**src/hdl/esd_pkg.sv**
```systemverilog
`timescale 1ns / 1ps

package esd_pkg;

    typedef logic [8:0] t_doy;

    localparam logic [22:0] DAY_RECIP     = 23'd6362914;  // floor(2^32 / 675)
    localparam logic [16:0] SECS_PER_DAY  = 17'd86400;
    localparam logic [17:0] YEAR_RECIP    = 18'd183734;   // 2^26 / 365.25
    localparam logic [10:0] HOUR_RECIP    = 11'd1165;     // floor(2^22 / 3600)
    localparam logic [11:0] SECS_PER_HOUR = 12'd3600;
    localparam logic [10:0] MIN_RECIP     = 11'd1092;     // floor(2^16 / 60)
    localparam logic [5:0]  SECS_PER_MIN  = 6'd60;
    localparam logic [11:0] FIRST_YEAR    = 12'd1970;
    localparam logic [7:0]  CENTURY_SKIP  = 8'd130;       // 2100, not leap
    localparam logic [7:0]  AFTER_SKIP    = 8'd131;
    localparam logic [3:0]  LAST_MONTH    = 4'd11;
    localparam logic [3:0]  FEBRUARY      = 4'd1;

    localparam t_doy MONTH_START [12] = '{
        9'd0, 9'd31, 9'd59, 9'd90, 9'd120, 9'd151,
        9'd181, 9'd212, 9'd243, 9'd273, 9'd304, 9'd334
    };

    // year index counts from 1970
    function automatic logic is_leap_idx(input logic [7:0] idx);
        return (idx[1:0] == 2'd2) && (idx != CENTURY_SKIP);
    endfunction

    // first day number of year index idx
    function automatic logic [15:0] year_start(input logic [7:0] idx);
        logic [16:0] acc;
        logic [8:0]  plus1;
        plus1 = 9'(idx) + 9'd1;
        acc = 17'(idx) * 17'd365 + 17'(plus1 >> 2) - 17'(idx >= AFTER_SKIP);
        return acc[15:0];
    endfunction

    function automatic t_doy month_start(input logic [3:0] mon, input logic leap);
        t_doy base;
        if (mon > LAST_MONTH) begin
            base = '0;
        end else begin
            base = MONTH_START[mon];
        end
        return base + t_doy'(leap && (mon > FEBRUARY));
    endfunction

endpackage

```
**src/hdl/epoch_seconds_to_date.sv**
```systemverilog
`timescale 1ns / 1ps

// Seconds since 1970-01-01 00:00:00 to Gregorian date and time of day.
// Fully pipelined: one conversion can start every clock, busy never rises,
// and each result appears with o_done. The design has ten register stages:
// each division by a constant (day, year, hour, minute) is a reciprocal
// multiply followed by a one-step correction stage. Results cannot be held
// off; o_done lasts one cycle.
module epoch_seconds_to_date
    import esd_pkg::*;
(
    input  logic        i_clk,
    input  logic        i_rst_n,
    input  logic        start,
    output logic        busy,
    input  logic [31:0] i_epoch_seconds,
    output logic        o_done,
    output logic [11:0] o_year,
    output logic [3:0]  o_month,
    output logic [4:0]  o_day,
    output logic [4:0]  o_hour,
    output logic [5:0]  o_minute,
    output logic [5:0]  o_second
);

    logic [9:0]  r_vld;

    logic [31:0] r1_secs;

    logic [47:0] n2_prod;
    logic [15:0] r2_q0;
    logic [31:0] r2_secs;

    logic [32:0] n3_prod;
    logic [32:0] n3_rem;
    logic [17:0] r3_rem;
    logic [15:0] r3_q0;

    logic [15:0] n4_days;
    logic [16:0] n4_tod;
    logic [15:0] r4_days;
    logic [16:0] r4_tod;

    logic [34:0] n5_yprod;
    logic [27:0] n5_hprod;
    logic [7:0]  r5_est;
    logic [15:0] r5_days;
    logic [4:0]  r5_h0;
    logic [16:0] r5_tod;

    logic [16:0] n6_hrem;
    logic [15:0] r6_ystart;
    logic [7:0]  r6_est;
    logic [15:0] r6_days;
    logic [4:0]  r6_h0;
    logic [12:0] r6_hrem;

    logic [17:0] n7_diff;
    logic [17:0] n7_wrap;
    logic [7:0]  n7_idx;
    logic        n7_leap;
    t_doy        n7_doy;
    logic [4:0]  n7_hour;
    logic [11:0] n7_msec;
    logic [7:0]  r7_idx;
    logic        r7_leap;
    t_doy        r7_doy;
    logic [4:0]  r7_hour;
    logic [11:0] r7_msec;

    logic [3:0]  n8_mon;
    logic [22:0] n8_mprod;
    logic [3:0]  r8_mon;
    logic [7:0]  r8_idx;
    logic        r8_leap;
    t_doy        r8_doy;
    logic [4:0]  r8_hour;
    logic [11:0] r8_msec;
    logic [5:0]  r8_m0;

    t_doy        n9_dom;
    logic [11:0] n9_srem;
    logic [3:0]  r9_mon;
    logic [7:0]  r9_idx;
    logic [4:0]  r9_day;
    logic [4:0]  r9_hour;
    logic [5:0]  r9_m0;
    logic [6:0]  r9_srem;

    logic [11:0] r10_year;
    logic [3:0]  r10_month;
    logic [4:0]  r10_day;
    logic [4:0]  r10_hour;
    logic [5:0]  r10_minute;
    logic [5:0]  r10_second;

    assign busy = 1'b0;

    always_ff @(posedge i_clk) begin
        if (!i_rst_n) begin
            r_vld <= '0;
        end else begin
            r_vld <= {r_vld[8:0], start};
        end
    end

    always_comb begin
        n2_prod = 48'(r1_secs[31:7]) * 48'(DAY_RECIP);

        n3_prod = 33'(r2_q0) * 33'(SECS_PER_DAY);
        n3_rem  = 33'(r2_secs) - n3_prod;

        if (r3_rem >= 18'(SECS_PER_DAY)) begin
            n4_days = r3_q0 + 16'd1;
            n4_tod  = 17'(r3_rem - 18'(SECS_PER_DAY));
        end else begin
            n4_days = r3_q0;
            n4_tod  = r3_rem[16:0];
        end

        n5_yprod = 35'(17'(r4_days) + 17'd2) * 35'(YEAR_RECIP);
        n5_hprod = 28'(r4_tod) * 28'(HOUR_RECIP);

        n6_hrem = r5_tod - 17'(r5_h0) * 17'(SECS_PER_HOUR);

        // estimate is the year or the one after it
        n7_diff = 18'(r6_days) - 18'(r6_ystart);
        if (n7_diff[17]) begin
            n7_idx  = r6_est - 8'd1;
            n7_leap = is_leap_idx(n7_idx);
            n7_wrap = n7_diff + 18'd365 + 18'(n7_leap);
            n7_doy  = n7_wrap[8:0];
        end else begin
            n7_idx  = r6_est;
            n7_leap = is_leap_idx(r6_est);
            n7_wrap = n7_diff;
            n7_doy  = n7_diff[8:0];
        end
        if (r6_hrem >= 13'(SECS_PER_HOUR)) begin
            n7_hour = r6_h0 + 5'd1;
            n7_msec = 12'(r6_hrem - 13'(SECS_PER_HOUR));
        end else begin
            n7_hour = r6_h0;
            n7_msec = r6_hrem[11:0];
        end

        n8_mon = '0;
        for (int m = 1; m < 12; m++) begin
            n8_mon = n8_mon + 4'(r7_doy >= month_start(4'(m), r7_leap));
        end
        n8_mprod = 23'(r7_msec) * 23'(MIN_RECIP);

        n9_dom  = r8_doy - month_start(r8_mon, r8_leap) + t_doy'(1);
        n9_srem = r8_msec - 12'(r8_m0) * 12'(SECS_PER_MIN);
    end

    always_ff @(posedge i_clk) begin
        r1_secs <= i_epoch_seconds;

        r2_q0   <= n2_prod[47:32];
        r2_secs <= r1_secs;

        r3_rem <= n3_rem[17:0];
        r3_q0  <= r2_q0;

        r4_days <= n4_days;
        r4_tod  <= n4_tod;

        r5_est  <= n5_yprod[33:26];
        r5_days <= r4_days;
        r5_h0   <= n5_hprod[26:22];
        r5_tod  <= r4_tod;

        r6_ystart <= year_start(r5_est);
        r6_est    <= r5_est;
        r6_days   <= r5_days;
        r6_h0     <= r5_h0;
        r6_hrem   <= n6_hrem[12:0];

        r7_idx  <= n7_idx;
        r7_leap <= n7_leap;
        r7_doy  <= n7_doy;
        r7_hour <= n7_hour;
        r7_msec <= n7_msec;

        r8_mon  <= n8_mon;
        r8_idx  <= r7_idx;
        r8_leap <= r7_leap;
        r8_doy  <= r7_doy;
        r8_hour <= r7_hour;
        r8_msec <= r7_msec;
        r8_m0   <= n8_mprod[21:16];

        r9_mon  <= r8_mon;
        r9_idx  <= r8_idx;
        r9_day  <= n9_dom[4:0];
        r9_hour <= r8_hour;
        r9_m0   <= r8_m0;
        r9_srem <= n9_srem[6:0];

        r10_year  <= FIRST_YEAR + 12'(r9_idx);
        r10_month <= r9_mon + 4'd1;
        r10_day   <= r9_day;
        r10_hour  <= r9_hour;
        if (r9_srem >= 7'(SECS_PER_MIN)) begin
            r10_minute <= r9_m0 + 6'd1;
            r10_second <= 6'(r9_srem - 7'(SECS_PER_MIN));
        end else begin
            r10_minute <= r9_m0;
            r10_second <= r9_srem[5:0];
        end
    end

    assign o_done   = r_vld[9];
    assign o_year   = r10_year;
    assign o_month  = r10_month;
    assign o_day    = r10_day;
    assign o_hour   = r10_hour;
    assign o_minute = r10_minute;
    assign o_second = r10_second;

endmodule

```
**config.mk**
```make
export PLATFORM = sky130hd
export DESIGN_NAME = epoch_seconds_to_date
export DESIGN_NICKNAME = d
export VERILOG_FILES = /design/src/hdl/esd_pkg.sv /design/src/hdl/epoch_seconds_to_date.sv
export SDC_FILE = /design/constraint.sdc
export NUM_CORES = 2
export LEC_CHECK = 0
export ABC_AREA = 1
export CORE_ASPECT_RATIO = 0.5
export CORE_MARGIN = 5
export CORE_UTILIZATION = 72
export CTS_BUF_LIST = sky130_fd_sc_hd__clkbuf_8
export CTS_CLUSTER_SIZE = 24
export DETAILED_ROUTE_END_ITERATION = 6
export DONT_BUFFER_PORTS = 1
export PLACE_DENSITY = 0.89
export SYNTH_ARGS = -nofsm -noshare
export SYNTH_HDL_FRONTEND = slang
export SYNTH_SLANG_ARGS = --single-unit
```
**constraint.sdc**
```tcl
create_clock -name i_clk -period 16.93 [get_ports i_clk]
set_input_delay 3.386 -clock i_clk [delete_from_list [all_inputs] [get_ports i_clk]]
set_output_delay 3.386 -clock i_clk [all_outputs]
set_load 0.03 [all_outputs]
```
# Word level (Yosys, flattened, before mapping)
# Memories as Yosys holds them, arrays and structs flattened.
# Index checks and enable logic that the tools add are counted.
# word_totals
register_bits,387
mem_bits_ro,144
elab_cells,130
n_memories,1
# op_classes
n_addsub,42
mul,8
n_lt_le_gt_ge,18
eq_ne,4
muxes,12
bitwise_logic,1
n_reduce_logical,3
# memory_table
memory,depth,width,read_ports,rd_ports_with_merged_regs,wr,line_no,source
(name not given),16,9,1,0,0,esd_pkg.sv:44,base = MONTH_START[mon];
# ops
op,count
$ge A9 B9 Y1,7
$mul A25 B22 Y47 const B,1
$add A8 B1 Y9 const A,4
$mul A17 B17 Y33 const B,1
$add A4 B1 Y4,7
$add A9 B1 Y9 const A,3
$mul A17 B11 Y27 const B,1
$mul A12 B9 Y20 const B,1
$mux W5,4
$ge A18 B17 Y1 const B,1
$ge A9 B8 Y1,2
$sub A18 B18 Y18,1
$add A16 B2 Y17 const B,1
$mux W17,1
$sub A16 B16 Y17,1
$sub A17 B17 Y17 const B,1
$add A16 B1 Y16 const B,1
$add A16 B7 Y16,1
$add A7 B1 Y8 const A,2
$mul A16 B10 Y11 const B,1
$mul A8 B9 Y16 const B,1
$mux W16,1
$ne A8 B8 Y1 const B,2
$sub A16 B1 Y16,1
36 further kinds,41

# Logic depth before layout (Yosys ltp)
# depth
ltp_word,12
depth_mapped,32
depth_no_buf,31

# Least setup slack after synthesis
# Ideal clock, no wire load.
# synth_path
path_kind,register to register
startpoint,reg r4_days[1]
endpoint,reg r5_est[5]
t_arrival_ns,5.595
t_required_ns,16.818
slack_ns,11.223
stages_incl_launch_ff,25
n_path_buf,0
synth_period_minus_slack_ns,5.707
path_cell_list,dfxtp_1 > ha_1 > nand3_2 > nor3_1 > xnor2_1 > inv_1 > ha_1 > xnor2_1 > inv_1 > ha_1 > or2_2 > fa_1 > fa_1 > fa_1 > inv_1 > fa_1 > inv_1 > ha_1 > a21o_1 > a31oi_1 > o21ai_0 > a21oi_1 > nand2_1 > nand2_1 > nand2_1
# synth_via
elab_chain_cells,2
# synth_rtl
element,line_no,source
from (decl),epoch_seconds_to_date.sv:41,logic [15:0] r4_days;
from (signal assigned),epoch_seconds_to_date.sv:166,r4_days <= n4_days;
$add A16 B2 Y17,epoch_seconds_to_date.sv:121,n5_yprod = 35'(17'(r4_days) + 17'd2) * 35'(YEAR_RECIP);
$mul A17 B17 Y33,epoch_seconds_to_date.sv:121,
named net n5_yprod[31],epoch_seconds_to_date.sv:44,logic [34:0] n5_yprod;
to (signal assigned),epoch_seconds_to_date.sv:169,r5_est <= n5_yprod[33:26];
to (decl),epoch_seconds_to_date.sv:46,logic [7:0] r5_est;
# The timed path passes the listed nets, and every way through them passes these cells.
# A chain may end at the register's enable or synchronous reset.

# Worst setup path after layout
# layout_path
startpoint,reg r4_days[1]
endpoint,reg r5_est[4]
# The elaborated chain is that of the path after synthesis.

==> metrics <==
Synth warnings=0; FMAX=154 MHz; Clock Skew=0.0329 ns; RR Endpoint=r5_est[4]; Boundary Pins=75; most common cell in the netlist=inv_1; Synth Area per Inst=9.07 µm²; CTS tree=done; Max stage delay on crit path=0.57 ns; critical path's slowest cell=fa_1; gr ovfl total=0; CP Max Fanout=6; CP Launch Type=flip-flop; Synth area leaders=ha_1 (26%), dfxtp_1 (22%), fa_1 (18%), inv_1 (8.9%), nand2_1 (5.3%); Die Area=52600 µm²; Root Driver=clkbuf_8; Slew @ Worst Pin=0.800 ns; max_cap viols=0; die height=165 µm; Max-slew headroom=46.6%; complex-gate fraction of the synthesized area=6.86%; clock tree sinks=387; number of global-route vias before repair=27600; Crit path max-delay family=adder cells; Skew-Pair Late Insertion Delay=0.65 ns; hold_buf cts=0; fin. max-slew vios=0; CP most frequent cell=inv_1; initial core utilization=73.2%; number of stages on the worst setup path=28; Residual DRC=0; clock-pin slew on the worst setup and hold paths=0.07 ns; vias per cell=5.66; Core Area=47100 µm²; Max clock buf depth=3; Post CTS Setup Buffer Count=0; simple-gate share of the synthesized area=11.2%; post-route ant nets=0; dpl hpwl=64600 µm; min-delay worst type=reg -> reg; Vias=25500; die width=319 µm; PostCTS Resize Cnt=0; Post-Synth XOR/XNOR Area=5.34%; gr usage total=30.5%; WS Path Type=reg -> reg; Post-synth top cells=inv_1 (817), ha_1 (723), nand2_1 (488), dfxtp_1 (387), fa_1 (317); Synth Instances=3800; Nets=4919; CP Capture Point=r5_est[4]; CP endpoint kind=flip-flop; fraction of layout cells with a size suffix above 1=3.51%; Hold Crit Depth=0; ys flop type=dfxtp_1; std cell rows=56; RSZ-0062 raised after global routing=false; Post-synth EDFFs=0; post-synthesis sequential area ratio=22.5%; status=finished, final reports clean; Synth Area in Adders=44.7%; Cell Area, Synth=34500 µm²; top cell type by total area after synthesis=ha_1; first drt pass iteration count=7; Synth top area share=26.3%; worst setup path start=r4_days[1]; count of unique library cells instantiated by Yosys=60; antenna violations before repair=1; htree depth=2; GP Congestion=0.997; Routed WL=78200 µm; first-pass GRT wire length=131000 µm; post-synthesis register bit count=387; post-synthesis mux area share=0.127%; min Tclk post-route=6.48 ns; asr flop ratio synth=0%; clock buffer count from CTS=53; area added between synthesis and finish=5.24%; DRT iter0 DRCs=1645; Syn Nets=4875; Setup TNS=0 ns; IO buf count=0; Buffers & Inverters on Critical Path=8; final setup violation count=0; diode count=0; period utilization=38.3%; Reg2Reg Depth=28; R2R Path Start=r4_days[1]; final hold vios=0; main combinational cell family by area after synthesis=adder cells; crit path DAT=7.03 ns; Util after Layout=77.0%; WP data required=17.47 ns; largest net degree at the start of global routing=49; reg-to-reg slack, setup=10.45 ns; wire per inst=17.3 µm
## worst min path at each step
stage / slack [ns] / endpoint / startpoint
after floorplan: 0.31 / o_day[0] / r9_day[0]
after global placement: 0.31 / r4_tod[0] / r3_rem[0]
after detailed placement: 0.31 / r2_secs[6] / r1_secs[6]
after CTS: 0.32 / o_hour[4] / r9_hour[4]
after global routing: 0.32 / o_hour[4] / r9_hour[4]
final: 0.31 / r6_hrem[3] / r5_tod[3]
## cell families (layout without fill, tap and decap cells)
| group | Yosys count | after routing |
|---|---|---|
| AND/OR/NAND/NOR | 912 | 912 |
| AO/OA/AOI/OAI | 404 | 404 |
| other | 1 | 1 |
| flip-flops | 387 | 387 |
| adder cells (fa/ha/maj) | 1040 | 1040 |
| buffers and inverters | 846 | 925 |
| multiplexers | 4 | 4 |
| XOR/XNOR | 206 | 206 |
## cell type report
cell class                      instances  area, µm²
Tap cell                              638        798
Timing Repair Buffer                    1       7.51
Clock buffer                           63        867
Inverter                              834       3130
Sequential cell                       387       7750
Multi-Input combinational cell       2567      23500
Clock inverter                         27        194
Fill cell                            3107      10800
## metrics by stage
stage,hold WS [ns],setup slack [ns],cell area [µm²],instances
after floorplan,0.310,11.22,34500,3800
after global placement,0.310,10.85,35200,4427
after detailed placement,0.312,10.59,35200,4427
after CTS,0.318,10.54,36300,4517
after global routing,0.324,10.04,36300,4517
final,0.313,10.45,36300,4517
## registers in the layout (all words and copies together), names as in the netlist, 17 cells and up
name	flops
r2_secs	18
r1_secs	32
r3_rem	18
r4_tod	17
## worst reg2reg max path, delay by kind of cell, from the launching register on
kind            cells  cell delay (ns)
fa+ha+maj           7             3.00
buf+inv             8             0.68
simple gates       10             1.40
xor+xnor            1             0.55
compound gates      2             0.27
flops               1             0.49
## layer usage
metal  GRT usage, %  vias up  share of wire [%]
met2           56.6      865                 50
li1               -    12200                  -
met4           11.3        2                4.1
met1           35.7    12200                 40
met3           5.41      283                5.9
met5              0        -              0.017
## cells in the final DEF, fill, tap and decap left out, types with 6 or more instances in the layout
| cell | synthesis | layout |
|---|---|---|
| inv_1 | 817 | 825 |
| ha_1 | 723 | 723 |
| nand2_1 | 488 | 488 |
| dfxtp_1 | 387 | 387 |
| fa_1 | 317 | 317 |
| nor2_1 | 204 | 204 |
| a21oi_1 | 163 | 163 |
| xor2_1 | 137 | 137 |
| o21ai_0 | 111 | 111 |
| nand3_1 | 110 | 110 |
| xnor2_1 | 66 | 66 |
| clkbuf_8 | 0 | 63 |
| nand4_1 | 39 | 39 |
| nor3_1 | 34 | 34 |
| a21o_1 | 30 | 30 |
| o21bai_1 | 22 | 22 |
| a31oi_1 | 19 | 19 |
| inv_2 | 16 | 16 |
| o211ai_1 | 10 | 10 |
| nor4_1 | 10 | 10 |
| clkinv_2 | 0 | 9 |
| o21a_1 | 7 | 7 |
| o2111ai_1 | 6 | 6 |
Power is left out: the tool's default activity adds up to more than one toggle a clock period on the data nets, which glitch-free logic cannot reach.
